File: src/rtl/iod_pkg.sv
// Shared types, constants and the step program for the inertial offset decay block.
`timescale 1ns / 1ps
package iod_pkg;

  localparam int TW       = 24;             // time width, Q8.16
  localparam int DW       = 32;             // offset / velocity width
  localparam int DIV_W    = 54;             // dividend and quotient width
  localparam int DVS_W    = 32;             // divisor width
  localparam int DCNT_W   = $clog2(DIV_W);
  localparam int QF       = 30;             // fraction bits of normalized time
  localparam int QW       = QF + 1;         // width of a value in [0, 1] in Q30
  localparam int MA_W     = 34;             // multiplier operand a
  localparam int MB_W     = 32;             // multiplier operand b
  localparam int PROD_W   = MA_W + MB_W;
  localparam int VM_W     = DW + TW;        // |v0| * T
  localparam int G_W      = 60;             // floored acceleration term
  localparam int MAG_W    = QF + MB_W;      // term magnitude
  localparam int ACC_W    = 64;
  localparam logic [TW-1:0] T_MAX = '1;

  typedef enum logic [3:0] {
    OP_NONE, OP_TSEL, OP_SU, OP_VT, OP_SS, OP_UU, OP_U3, OP_P0,
    OP_SU3, OP_P1, OP_P2, OP_GC, OP_TH, OP_TL, OP_TA, OP_FIN
  } op_t;

  typedef enum logic [1:0] {TERM_X, TERM_V, TERM_G} term_t;

  typedef enum logic {DIV_Q, DIV_S} dsel_t;

  typedef enum logic [1:0] {REG_OFFSET, REG_VELOCITY, REG_DURATION, REG_CLAMP} reg_idx_t;

  typedef struct packed {
    op_t   op;
    term_t term;
  } step_t;

  localparam int PROG_LEN = 18;
  localparam int PC_W     = $clog2(PROG_LEN);

  localparam step_t PROG [PROG_LEN] = '{
    '{OP_VT,  TERM_X}, '{OP_SS,  TERM_X}, '{OP_UU,  TERM_X}, '{OP_U3,  TERM_X},
    '{OP_P0,  TERM_X}, '{OP_SU3, TERM_X}, '{OP_P1,  TERM_X}, '{OP_P2,  TERM_X},
    '{OP_GC,  TERM_X},
    '{OP_TH,  TERM_X}, '{OP_TL,  TERM_X}, '{OP_TA,  TERM_X},
    '{OP_TH,  TERM_V}, '{OP_TL,  TERM_V}, '{OP_TA,  TERM_V},
    '{OP_TH,  TERM_G}, '{OP_TL,  TERM_G}, '{OP_TA,  TERM_G}
  };

  typedef struct packed {
    logic  load;
    logic  div_start;
    dsel_t div_sel;
    logic  issue;
    logic  wb;
    op_t   op;
    term_t term;
  } cmd_t;

  typedef struct packed {
    logic shorten;
    logic div_done;
  } sts_t;

  typedef struct packed {
    logic [DW-1:0] start_offset;
    logic [DW-1:0] start_velocity;
    logic [TW-1:0] blend_duration;
    logic          clamp_mode;
  } cfg_t;

  function automatic logic is_mul(op_t op);
    logic r;
    case (op)
      OP_VT, OP_SS, OP_UU, OP_U3, OP_P0, OP_SU3, OP_P1, OP_P2, OP_TH, OP_TL: r = 1'b1;
      default: r = 1'b0;
    endcase
    return r;
  endfunction

endpackage

File: src/rtl/iod_ctrl.sv
// Controller: sequences divisions and the multiply program, owns the handshakes.
`timescale 1ns / 1ps
module iod_ctrl (
  input  logic           clk,
  input  logic           rst_n,
  input  logic           in_tvalid,
  output logic           in_tready,
  output logic           out_tvalid,
  input  logic           out_tready,
  input  iod_pkg::sts_t  sts,
  output iod_pkg::cmd_t  cmd
);
  import iod_pkg::*;

  typedef enum logic [3:0] {
    S_IDLE, S_DQ, S_WQ, S_TSEL, S_DS, S_WS, S_SU, S_RUN, S_FIN
  } state_t;

  state_t          state_r;
  logic [PC_W-1:0] pc_r;
  logic            phase_r;
  logic            out_tvalid_r;
  logic            accept;
  logic            out_free;
  step_t           step;

  assign in_tready  = (state_r == S_IDLE);
  assign accept     = in_tvalid && in_tready;
  assign out_tvalid = out_tvalid_r;
  assign out_free   = !out_tvalid_r || out_tready;
  assign step       = PROG[pc_r];

  always_comb begin
    cmd           = '0;
    cmd.op        = OP_NONE;
    cmd.term      = TERM_X;
    cmd.div_sel   = DIV_Q;
    cmd.load      = accept;
    case (state_r)
      S_DQ:   cmd.div_start = 1'b1;
      S_TSEL: begin cmd.op = OP_TSEL; cmd.wb = 1'b1; end
      S_DS:   begin cmd.div_start = 1'b1; cmd.div_sel = DIV_S; end
      S_WS:   cmd.div_sel = DIV_S;
      S_SU:   begin cmd.op = OP_SU; cmd.wb = 1'b1; end
      S_RUN: begin
        cmd.op   = step.op;
        cmd.term = step.term;
        if (is_mul(step.op) && !phase_r) begin
          cmd.issue = 1'b1;
        end else begin
          cmd.wb = 1'b1;
        end
      end
      S_FIN: begin
        cmd.op = OP_FIN;
        cmd.wb = out_free;
      end
      default: ;
    endcase
  end

  always_ff @(posedge clk) begin
    if (!rst_n) begin
      state_r      <= S_IDLE;
      pc_r         <= '0;
      phase_r      <= 1'b0;
      out_tvalid_r <= 1'b0;
    end else begin
      if (state_r == S_FIN && out_free) begin
        out_tvalid_r <= 1'b1;
      end else if (out_tvalid_r && out_tready) begin
        out_tvalid_r <= 1'b0;
      end
      case (state_r)
        S_IDLE: begin
          if (accept) begin
            state_r <= sts.shorten ? S_DQ : S_TSEL;
          end
        end
        S_DQ:   state_r <= S_WQ;
        S_WQ:   if (sts.div_done) state_r <= S_TSEL;
        S_TSEL: state_r <= S_DS;
        S_DS:   state_r <= S_WS;
        S_WS:   if (sts.div_done) state_r <= S_SU;
        S_SU: begin
          state_r <= S_RUN;
          pc_r    <= '0;
          phase_r <= 1'b0;
        end
        S_RUN: begin
          if (is_mul(step.op) && !phase_r) begin
            phase_r <= 1'b1;
          end else begin
            phase_r <= 1'b0;
            if (pc_r == PC_W'(PROG_LEN - 1)) begin
              state_r <= S_FIN;
            end else begin
              pc_r <= pc_r + 1'b1;
            end
          end
        end
        S_FIN: begin
          if (out_free) begin
            state_r <= S_IDLE;
          end
        end
        default: state_r <= S_IDLE;
      endcase
    end
  end

`ifndef ASSERT_OFF
  a_busy_after_accept: assert property (@(posedge clk) disable iff (!rst_n)
    accept |=> !in_tready) else $error("input taken while busy");
  a_div_done_waiting: assert property (@(posedge clk) disable iff (!rst_n)
    sts.div_done |-> (state_r == S_WQ || state_r == S_WS))
    else $error("divider finished outside a wait state");
  a_pc_range: assert property (@(posedge clk) disable iff (!rst_n)
    state_r == S_RUN |-> pc_r <= PC_W'(PROG_LEN - 1)) else $error("program counter overrun");
  a_fin_valid: assert property (@(posedge clk) disable iff (!rst_n)
    (cmd.wb && cmd.op == OP_FIN) |=> out_tvalid_r) else $error("result lost");
`endif

endmodule

File: config.mk
export PLATFORM = sky130hd
export DESIGN_NAME = iod_ctrl
export DESIGN_NICKNAME = d
export VERILOG_FILES = /design/src/rtl/iod_pkg.sv /design/src/rtl/iod_ctrl.sv
export SDC_FILE = /design/constraint.sdc
export NUM_CORES = 1
export LEC_CHECK = 0
export ABC_AREA = 0
export ABC_CLOCK_PERIOD_IN_PS = 2120
export BUFFER_PORTS_ARGS = -buffer_cell sky130_fd_sc_hd__buf_2
export CAP_MARGIN = 10
export CORE_ASPECT_RATIO = 0.9
export CORE_MARGIN = 2
export CORE_UTILIZATION = 40
export DETAILED_ROUTE_END_ITERATION = 8
export GPL_ROUTABILITY_DRIVEN = 1
export PLACE_DENSITY = 0.73
export SYNTH_ARGS = -nofsm -noshare
export SYNTH_HDL_FRONTEND = slang
export SYNTH_SLANG_ARGS = --single-unit
export TNS_END_PERCENT = 50
File: constraint.sdc
create_clock -name clk -period 2.12 [get_ports clk]
set_clock_uncertainty 0.05 [all_clocks]
set_input_delay 0.106 -clock clk [delete_from_list [all_inputs] [get_ports clk]]
set_output_delay 0.106 -clock clk [all_outputs]
set_load 0.01 [all_outputs]
==> metrics, run 1 <==
initial core utilization 42.7%; remaining routing DRC violations 0; vias in the first global route 891; IR drop worst, VDD 0.000497 V; CP Cell Sequence inv_2 -> ha_4 -> buf_4 -> a2bb2oi_1 -> a31oi_1 -> nor2b_4 -> and3_4 -> o22ai_2 -> buf_2; number of hold violations in the final report 0; sequential share of the synthesized area 23.4%; routed wire length 2.73 mm; post-synthesis xor/xnor area fraction 1.86%; dpl hpwl 1.84 mm; warning count from the yosys run 0; Post-CTS Hold Buffers 0; worst slack at placement 38.8 ps; Crit path buffers/inverters 3; Critical Path RT 1960 ps; share of power burned in the clock network 15.6%; setup ws final -104 ps; clock buffers created by TritonCTS 3; post-synthesis net count 133; htree depth 1; max-cap check violation count 0; unrepaired setup endpoints after global routing true; Lkg Pwr 0.000581 uW; die width 55.1 um; synthesis-to-layout area growth 33.7%; clock tree buffer depth 2; vias post-DR 1036; utilization after layout 57.0%; Power Dens Cells 760 mW/mm2; fraction of the mapped netlist area in adder cells 9.32%; data arrival time of the critical path 2070 ps; Max transition margin 67.9%; Async S/R FF share, synth 0%; fraction of the mapped netlist area in compound gates 22.2%; post-route minimum period 2220 ps; Final #Nets 166; standard-cell row count 16; RePlAce Congestion 0.853; kind of capture point of the worst setup path output port; mux contribution to synthesized area 2.13%; Finish-stage setup viols 3; Routed WL per cell 15.3 um; top cell type by total area after synthesis sky130_fd_sc_hd__dfxtp_1; first-pass GRT wire length 4.00 mm; min-delay worst type in -> reg; Max Freq 450 MHz; Core Area 0.00220 mm2; status finished, violations left; All-Layer GR Usage 19.1%; most frequent cells after synthesis sky130_fd_sc_hd__dfxtp_1 (11), sky130_fd_sc_hd__nand2_1 (10), sky130_fd_sc_hd__ha_1 (7), sky130_fd_sc_hd__inv_1 (7), sky130_fd_sc_hd__nor2_1 (7); count of buffers inserted at the top-level ports 18; cell area after technology mapping 940 um2; Setup Crit Path Kind reg -> out; largest fanout of any net on the critical path 3; period utilization 105%; insertion delay to the later sink of the worst-skew pair 270 ps; violations in the final reports negative setup slack; clock-pin slew on the worst setup and hold paths 90 ps; fillcell total 188; Main synth FF type sky130_fd_sc_hd__dfxtp_1; slew at the pin closest to its max-slew limit 477 ps; largest net degree at the start of global routing 14; number of instances in the synthesized netlist 120; internal power contribution 557 uW; number of flops mapped to enable cells by yosys 0; initial antenna violation count 0; switching part of the total power 41.6%; most frequent cell after synthesis sky130_fd_sc_hd__dfxtp_1; Top Family by Delay on Critical Path compound AO/OA/AOI/OAI gates; number of sinks driven by the clock tree 11; area of all placed cells without fillers 0.00126 mm2; Crit path largest cell delay 350 ps; ant diodes 0; top-level I/O count 19; Flop pwr share 33.3%; share of cells above drive strength 1 40.1%; pins over their slew limit 0; total design power 955 uW; vertical extent of the die 50.0 um; residual overflow from global routing 0; number of nets with antenna violations after detailed routing 0; Avg Synthesized Cell Area 7.83 um2; slowest library cell on the worst path sky130_fd_sc_hd__dfxtp_2; Detailed Routing Iterations Pass 1 4; cell types with the largest area share after synthesis sky130_fd_sc_hd__dfxtp_1 (23%), sky130_fd_sc_hd__ha_1 (9.3%), sky130_fd_sc_hd__nand2_1 (4.0%); switching power of the nets 398 uW; post-synthesis sequential element count 11; combinational power share 51.0%; TritonCTS clock tree done; critical path launch point type flip-flop; post-place instance area 0.00112 mm2; distinct cell type count of the synthesized netlist 43; post-synthesis simple-gate area fraction 33.4%; post-DR vias/cell 5.79; main combinational cell family by area after synthesis simple AND/OR/NAND/NOR gates; fraction of synthesized cell area taken by the top area cell type 23.4%; detailed router's first-iteration violation count 57; total die area 0.00275 mm2; Worst Hold Slack 71.1 ps; root buf cell sky130_fd_sc_hd__clkbuf_4
[worst paths after layout]
path              slack (ps)          to  cells after the start    start
setup reg to reg         -20     pc_r[4]                      9  pc_r[1]
hold reg to reg          450     phase_r                      2  phase_r
hold / removal            70  state_r[3]                      2    rst_n
setup / recovery        -100      cmd[6]                      9  pc_r[1]
[cells by family (layout without fill, tap and decap cells)]
| group | Yosys count | in the layout |
|---|---|---|
| AND/OR/NAND/NOR | 53 | 53 |
| AO/OA/AOI/OAI | 30 | 30 |
| buffers and inverters | 15 | 47 |
| flip-flops | 11 | 11 |
| adder cells (fa/ha/maj) | 7 | 7 |
| XOR/XNOR | 2 | 2 |
| multiplexers | 2 | 2 |
[per-layer routing]
metal / wire, um / up-vias / track usage [%] / share of wire [%]
met3: 152 / 10 / 1.52 / 5.6
met4: 55 / 0 / 4.47 / 2.0
met5: 0 / - / 0 / 0
met1: 1180 / 489 / 26.2 / 43
met2: 1350 / 43 / 31.7 / 49
li1: - / 494 / - / -
[through the flow]
step                cells  setup TNS [ps]
floorplan             120               0
global placement      170               0
detailed placement    170               0
CTS                   177            -152
global route          179            -609
finish                179            -207
[repair_timing]
item | in CTS | in global routing
endpoints found under the setup margin | 2 | 8
resized for setup | 11 | 6
buffers inserted | 3 | 2
pin swaps | 7 | 6
[sequential cells by signal (all words and copies together), names as in the netlist]
| register | flops |
|---|---|
| state_r | 4 |
| pc_r | 5 |
| out_tvalid | 1 |
| phase_r | 1 |
[cells in the final DEF, fill, tap and decap left out, types with 4 or more instances in the layout]
master,instances
sky130_fd_sc_hd__nor2b_1,4
sky130_fd_sc_hd__a21oi_1,5
sky130_fd_sc_hd__buf_2,18
sky130_fd_sc_hd__buf_4,17
sky130_fd_sc_hd__inv_1,5
sky130_fd_sc_hd__a31oi_1,4
sky130_fd_sc_hd__ha_1,5
sky130_fd_sc_hd__nand2_1,10
sky130_fd_sc_hd__nand2b_1,5
sky130_fd_sc_hd__o21ai_0,5
sky130_fd_sc_hd__nor2_1,7
sky130_fd_sc_hd__dfxtp_1,8
[power groups by stage]
stage	clock network, uW	registers [uW]	logic (uW)
2_1_floorplan	0	260	367
3_3_place_gp	0	316	448
3_5_place_dp	0	319	462
4_1_cts	150	314	478
5_1_grt	165	327	527
6_report	149	318	488
[area by class of cell]
class	instances	area (um2)	area share, %
tap	27	33.8	2.69
timing repair buffer	36	229	18.2
clock inverter	1	5.00	0.398
sequential	11	224	17.8
clock buffer	3	22.5	1.79
multi-input combinational	94	713	56.8
inverter	7	28.8	2.29
Power figures use the tool's default switching activity.
==> run 2, diff against run 1 <==
- PLACE_DENSITY: 0.73 -> unset
- PLACE_DENSITY_LB_ADDON: unset -> 0.08
- SKIP_CTS_REPAIR_TIMING: unset -> 1
==> run 2 against run 1 <==
  * Sequential share of layout area is 0.42 points higher
  * Hold slack worse by 24 ps
  * Flip-flop and latch count unchanged
  * Utilization down 1.9 points
  * The run still ends with negative setup slack left
  * Register-to-register slack improved by 70 ps
  * Via count is 7.4% lower
==> metrics, run 2 (same netlist as run 1, synthesis figures left out) <==
ant diodes 0 (unchanged); status finished, violations left (unchanged); worst slack at placement 35.0 ps (was 38.8 ps); synthesis-to-layout area growth 29.2% (was 33.7%); switching power of the nets 401 uW (was 398 uW); violations in the final reports negative setup slack (unchanged); Lkg Pwr 0.000560 uW (was 0.000581 uW); share of cells above drive strength 1 36.4% (was 40.1%); routed wire length 2.42 mm (was 2.73 mm); Core Area 0.00220 mm2 (unchanged); fillcell total 212 (was 188); CP startpoint pc_r[0] (was pc_r[1]); Crit Reg-Reg Endpoint pc_r[3] (was pc_r[4]); All-Layer GR Usage 19.4% (was 19.1%); root buf cell sky130_fd_sc_hd__clkbuf_4 (unchanged); Power Dens Cells 803 mW/mm2 (was 760 mW/mm2); launch instance of the worst min-delay path rst_n (unchanged); vertical extent of the die 50.0 um (unchanged); Finish-stage setup viols 2 (was 3); first-pass GRT wire length 3.91 mm (was 4.00 mm); dpl hpwl 1.75 mm (was 1.84 mm); cell depth of the worst hold path 2 (unchanged); total design power 975 uW (was 955 uW); critical path launch point type flip-flop (unchanged); IR drop worst, VDD 0.000743 V (was 0.000497 V); Flop pwr share 30.1% (was 33.3%); TritonCTS clock tree done (unchanged); detailed router's first-iteration violation count 18 (was 57); Critical Path RT 1960 ps (about the same); initial antenna violation count 0 (unchanged); flip-flop count of the largest register, all copies and words added 5 (unchanged); max-cap check violation count 0 (unchanged); most common library cell in the layout ignoring fill and taps sky130_fd_sc_hd__buf_2 (unchanged); period utilization 107% (was 105%); RePlAce Congestion 0.776 (was 0.853); Detailed Routing Iterations Pass 1 4 (unchanged); switching part of the total power 41.2% (was 41.6%); die width 55.1 um (unchanged); unrepaired setup endpoints after global routing true (unchanged); Max Freq 439 MHz (was 450 MHz); Register-to-Register Setup Slack 50 ps (was -20 ps); Final #Nets 165 (was 166); post-place instance area 0.00112 mm2 (about the same); commonest cells after routing, fill and taps aside sky130_fd_sc_hd__buf_2 (18), sky130_fd_sc_hd__buf_4 (17), sky130_fd_sc_hd__nand2_1 (10), sky130_fd_sc_hd__dfxtp_1 (10), sky130_fd_sc_hd__nor2_1 (7) (was sky130_fd_sc_hd__buf_2 (18), sky130_fd_sc_hd__buf_4 (17), sky130_fd_sc_hd__nand2_1 (10)); largest fanout of any net on the critical path 6 (was 3); count of buffers inserted at the top-level ports 18 (unchanged); Routed WL per cell 13.6 um (was 15.3 um); kind of capture point of the worst setup path output port (unchanged); residual overflow from global routing 0 (unchanged); initial core utilization 42.7% (unchanged); share of power burned in the clock network 15.8% (was 15.6%); Biggest register pc_r (unchanged); slew at the pin closest to its max-slew limit 416 ps (was 477 ps); number of nets with antenna violations after detailed routing 0 (unchanged); top-level I/O count 19 (unchanged); vias in the first global route 892 (was 891); Reg2Reg Launch Point pc_r[0] (was pc_r[1]); vias post-DR 959 (was 1036); Total Negative Setup Slacks -275 ps (was -207 ps); number of hold violations in the final report 0 (unchanged); Max transition margin 72.0% (was 67.9%); min-delay worst type in -> reg (unchanged); area of all placed cells without fillers 0.00121 mm2 (was 0.00126 mm2); clock buffers created by TritonCTS 3 (unchanged); Worst Hold Slack 47.5 ps (was 71.1 ps); internal power contribution 574 uW (was 557 uW); htree depth 1 (unchanged); setup ws final -156 ps (was -104 ps); remaining routing DRC violations 0 (unchanged); pins over their slew limit 0 (unchanged); number of sinks driven by the clock tree 11 (unchanged); Setup Crit Path Kind reg -> out (unchanged); path depth of the worst reg2reg path 9 (unchanged); Hold Path End state_r[3] (unchanged); post-DR vias/cell 5.39 (was 5.79); data arrival time of the critical path 2120 ps (was 2070 ps); combinational power share 54.2% (was 51.0%); clock tree buffer depth 2 (unchanged); standard-cell row count 16 (unchanged); total die area 0.00275 mm2 (unchanged); insertion delay to the later sink of the worst-skew pair 280 ps (was 270 ps); largest registers ranked by flip-flop count pc_r: 5 flops, state_r: 4 flops (unchanged); post-route minimum period 2280 ps (was 2220 ps); largest net degree at the start of global routing 11 (was 14); clock-pin slew on the worst setup and hold paths 80 ps (was 90 ps)
run 2: per-stage QoR:
step / utilization, % / instances
finish: 55.1 / 178
global route: 55.1 / 178
CTS: 52.3 / 175
detailed placement: 51.1 / 171
global placement: 51.1 / 171
floorplan: - / 120
run 2: worst max-delay path, cell delays in order (launching register included):
cell	delay, ps
sky130_fd_sc_hd__dfxtp_2	360
sky130_fd_sc_hd__inv_4	60
sky130_fd_sc_hd__ha_4	230
sky130_fd_sc_hd__a21boi_1	120
sky130_fd_sc_hd__o31a_1	330
sky130_fd_sc_hd__a211oi_2	240
sky130_fd_sc_hd__nor2b_2	90
sky130_fd_sc_hd__and3_1	170
sky130_fd_sc_hd__o22ai_1	90
sky130_fd_sc_hd__buf_2	150
run 2: power by group through the flow:
stage	registers, uW	logic, uW	clock network, uW
5_1_grt	302	589	170
3_3_place_gp	295	508	0
3_5_place_dp	297	519	0
2_1_floorplan	260	367	0
6_report	293	528	154
4_1_cts	292	521	161
run 2: area by class of cell:
cell class,count,area (um2),area share [%]
clock buffers,3,22.5,1.86
clock inverters,1,5.00,0.412
inverters,7,28.8,2.37
multi-input cells,94,684,56.4
flip-flops and latches,11,221,18.2
well taps,27,33.8,2.78
repair buffers,35,218,17.9
run 2: layer usage:
metal	wire [um]	vias to the layer above	share of wire [%]	track usage (%)
met3	105	2	4.3	6.36
met2	1110	19	46	29.2
met4	7	0	0.29	2.44
met1	1200	445	50	27.4
li1	-	493	-	-
met5	0	-	0	0
run 2: worst max path at each step:
stage,end,slack (ps),cells past startpoint
CTS,cmd[6],-280,9
detailed placement,pc_r[4],40,8
global placement,cmd[6],60,9
global route,cmd[6],-270,9
floorplan,pc_r[3],50,8
finish,cmd[6],-160,9
==> run 3, diff against run 2 <==
- ABC_CLOCK_PERIOD_IN_PS: 2120 -> unset
- SKIP_CTS_REPAIR_TIMING: 1 -> unset
==> run 3 against run 2 <==
  * The run still ends with negative setup slack left
  * Via count is 3.8% higher
  * Sequential power barely moved
  * Power is 2.1% higher
  * Flip-flop and latch count unchanged
  * Utilization grew 3.9 points
  * Critical path type is now reg -> reg
==> metrics, run 3 (same netlist as run 1, synthesis figures left out) <==
status finished, violations left (unchanged); violations in the final reports negative setup slack (unchanged); TritonCTS clock tree done (unchanged); routed wire length 2.61 mm (was 2.42 mm); clock buffers created by TritonCTS 3 (unchanged); die width 55.1 um (unchanged); Lkg Pwr 0.000607 uW (was 0.000560 uW); Hold Path End state_r[3] (unchanged); root buf cell sky130_fd_sc_hd__clkbuf_4 (unchanged); Power Dens Cells 765 mW/mm2 (was 803 mW/mm2); detailed router's first-iteration violation count 29 (was 18); slew at the pin closest to its max-slew limit 418 ps (was 416 ps); largest fanout of any net on the critical path 4 (was 6); dpl hpwl 1.75 mm (unchanged); max-cap check violation count 0 (unchanged); top-level I/O count 19 (unchanged); vertical extent of the die 50.0 um (unchanged); number of sinks driven by the clock tree 11 (unchanged); met3 track demand over resource 6.36% (unchanged); kind of capture point of the worst setup path flip-flop (was output port); Critical Path RT 2250 ps (was 1960 ps); post-route minimum period 2260 ps (was 2280 ps); unrepaired setup endpoints after global routing true (unchanged); share of power burned in the clock network 15.8% (about the same); Detailed Routing Iterations Pass 1 4 (unchanged); slowest library cell on the worst path sky130_fd_sc_hd__dfxtp_2 (unchanged); launch instance of the worst min-delay path rst_n (unchanged); routing layer with the top usage in global route met2 (unchanged); initial antenna violation count 0 (unchanged); Routed WL per cell 14.3 um (was 13.6 um); number of nets with antenna violations after detailed routing 0 (unchanged); remaining routing DRC violations 0 (unchanged); clock-pin slew on the worst setup and hold paths 80 ps (about the same); flip-flop count of the largest register, all copies and words added 5 (unchanged); pins over their slew limit 0 (unchanged); Reg2Reg Launch Point pc_r[1] (was pc_r[0]); share of cells above drive strength 1 41.7% (was 36.4%); residual overflow from global routing 0 (unchanged); insertion delay to the later sink of the worst-skew pair 280 ps (about the same); synthesis-to-layout area growth 38.3% (was 29.2%); most common library cell in the layout ignoring fill and taps sky130_fd_sc_hd__buf_4 (was sky130_fd_sc_hd__buf_2); first-pass GRT wire length 4.19 mm (was 3.91 mm); setup ws final -140 ps (was -156 ps); standard-cell row count 16 (unchanged); cell with the most instances on the worst path sky130_fd_sc_hd__buf_4; initial core utilization 42.7% (unchanged); min-delay worst type in -> reg (unchanged); total die area 0.00275 mm2 (unchanged); All-Layer GR Usage 20.7% (was 19.4%); period utilization 107% (about the same); path depth of the worst reg2reg path 10 (was 9); IR drop worst, VDD 0.000752 V (was 0.000743 V); Flop pwr share 29.6% (was 30.1%); area of all placed cells without fillers 0.00130 mm2 (was 0.00121 mm2); post-place instance area 0.00112 mm2 (unchanged); vias post-DR 995 (was 959); Register-to-Register Setup Slack -140 ps (was 50 ps); largest registers ranked by flip-flop count pc_r: 5 flops, state_r: 4 flops (unchanged); commonest cells after routing, fill and taps aside sky130_fd_sc_hd__buf_4 (20), sky130_fd_sc_hd__buf_2 (18), sky130_fd_sc_hd__nand2_1 (10) (was sky130_fd_sc_hd__buf_2 (18), sky130_fd_sc_hd__buf_4 (17), sky130_fd_sc_hd__nand2_1 (10), sky130_fd_sc_hd__dfxtp_1 (10), sky130_fd_sc_hd__nor2_1 (7)); Max transition margin 71.9% (was 72.0%); internal power contribution 583 uW (was 574 uW); met1 track utilization from global routing 27.6% (was 27.4%); critical path launch point type flip-flop (unchanged); switching part of the total power 41.4% (was 41.2%); met2 routing resource usage after global routing 33.1% (was 29.2%); Post-CTS Hold Buffers 0; CP Cell Sequence inv_4 -> ha_4 -> a21boi_1 -> o31a_1 -> buf_4 -> buf_4 -> a2111o_1 -> a21oi_4 -> nand4_1 -> mux2i_1 (was inv_4 -> ha_4 -> a21boi_1 -> o31a_1 -> a211oi_2 -> nor2b_2 -> and3_1 -> o22ai_1 -> buf_2); htree depth 1 (unchanged); cell depth of the worst hold path 2 (unchanged); ant diodes 0 (unchanged); largest net degree at the start of global routing 11 (unchanged); count of buffers inserted at the top-level ports 18 (unchanged); number of hold violations in the final report 0 (unchanged); worst slack at placement 35.0 ps (unchanged); Finish-stage setup viols 9 (was 2); data arrival time of the critical path 2390 ps (was 2120 ps); Setup Crit Path Kind reg -> reg (was reg -> out); clock tree buffer depth 2 (unchanged); fillcell total 203 (was 212); Total Negative Setup Slacks -740 ps (was -275 ps); RePlAce Congestion 0.776 (unchanged); Final #Nets 170 (was 165); Core Area 0.00220 mm2 (unchanged); post-DR vias/cell 5.44 (was 5.39); Crit Reg-Reg Endpoint pc_r[4] (was pc_r[3]); vias in the first global route 957 (was 892); switching power of the nets 412 uW (was 401 uW); Biggest register pc_r (unchanged); Max Freq 443 MHz (was 439 MHz); combinational power share 54.7% (was 54.2%); Crit path largest cell delay 370 ps (was 360 ps)
==> run 3: critical path, delay by kind of cell (launching register included) <==
kind,cells,cell delay (ps)
muxes,1,140
AOI/OAI and AO/OA,4,900
and+or+nand+nor,1,140
adders and majority gates,1,230
buffers and inverters,3,320
DFF,1,370
==> run 3: what timing repair did <==
action	4_1_cts	5_1_grt
resized for setup	10	8
pin swaps	8	5
buffers inserted	5	3
setup endpoints to repair	2	9
==> run 3: per-layer routing <==
layer / vias up / routed length [um]
met2: 19 / 1270
li1: 502 / -
met5: - / 0
met3: 0 / 89
met1: 474 / 1260
met4: 0 / 0
==> run 3: power groups by stage <==
stage	logic, uW	registers (uW)	clock network (uW)
detailed placement	519	297	0
floorplan	367	260	0
global placement	508	295	0
CTS	524	292	161
global route	605	303	170
finish	544	294	157
==> run 3: how the worst max path moves through the flow <==
stage          endpoint  slack (ps)  startpoint
2_1_floorplan   pc_r[3]          50     pc_r[0]
3_3_place_gp     cmd[6]          60     pc_r[1]
4_1_cts          cmd[6]         -90     pc_r[1]
5_1_grt          cmd[6]        -200     pc_r[1]
6_report        pc_r[4]        -140     pc_r[1]
3_5_place_dp    pc_r[4]          40     pc_r[1]
==> run 3: through the flow <==
step	total power [uW]	std cells	hold WS, ps	utilization [%]
3_5_place_dp	816	171	348	51.1
5_1_grt	1080	183	40.7	59.0
2_1_floorplan	627	120	174	-
4_1_cts	978	180	41.4	55.5
6_report	995	183	47.4	59.0
3_3_place_gp	804	171	345	51.1
==> run 3: final cells by class <==
cell class | count | area [um2] | area share (%)
Multi-Input combinational cell | 94 | 713 | 54.9
Timing Repair Buffer | 40 | 272 | 20.9
Sequential cell | 11 | 223 | 17.1
Tap cell | 27 | 33.8 | 2.60
Inverter | 7 | 31.3 | 2.41
Clock buffer | 3 | 22.5 | 1.73
Clock inverter | 1 | 5.00 | 0.385
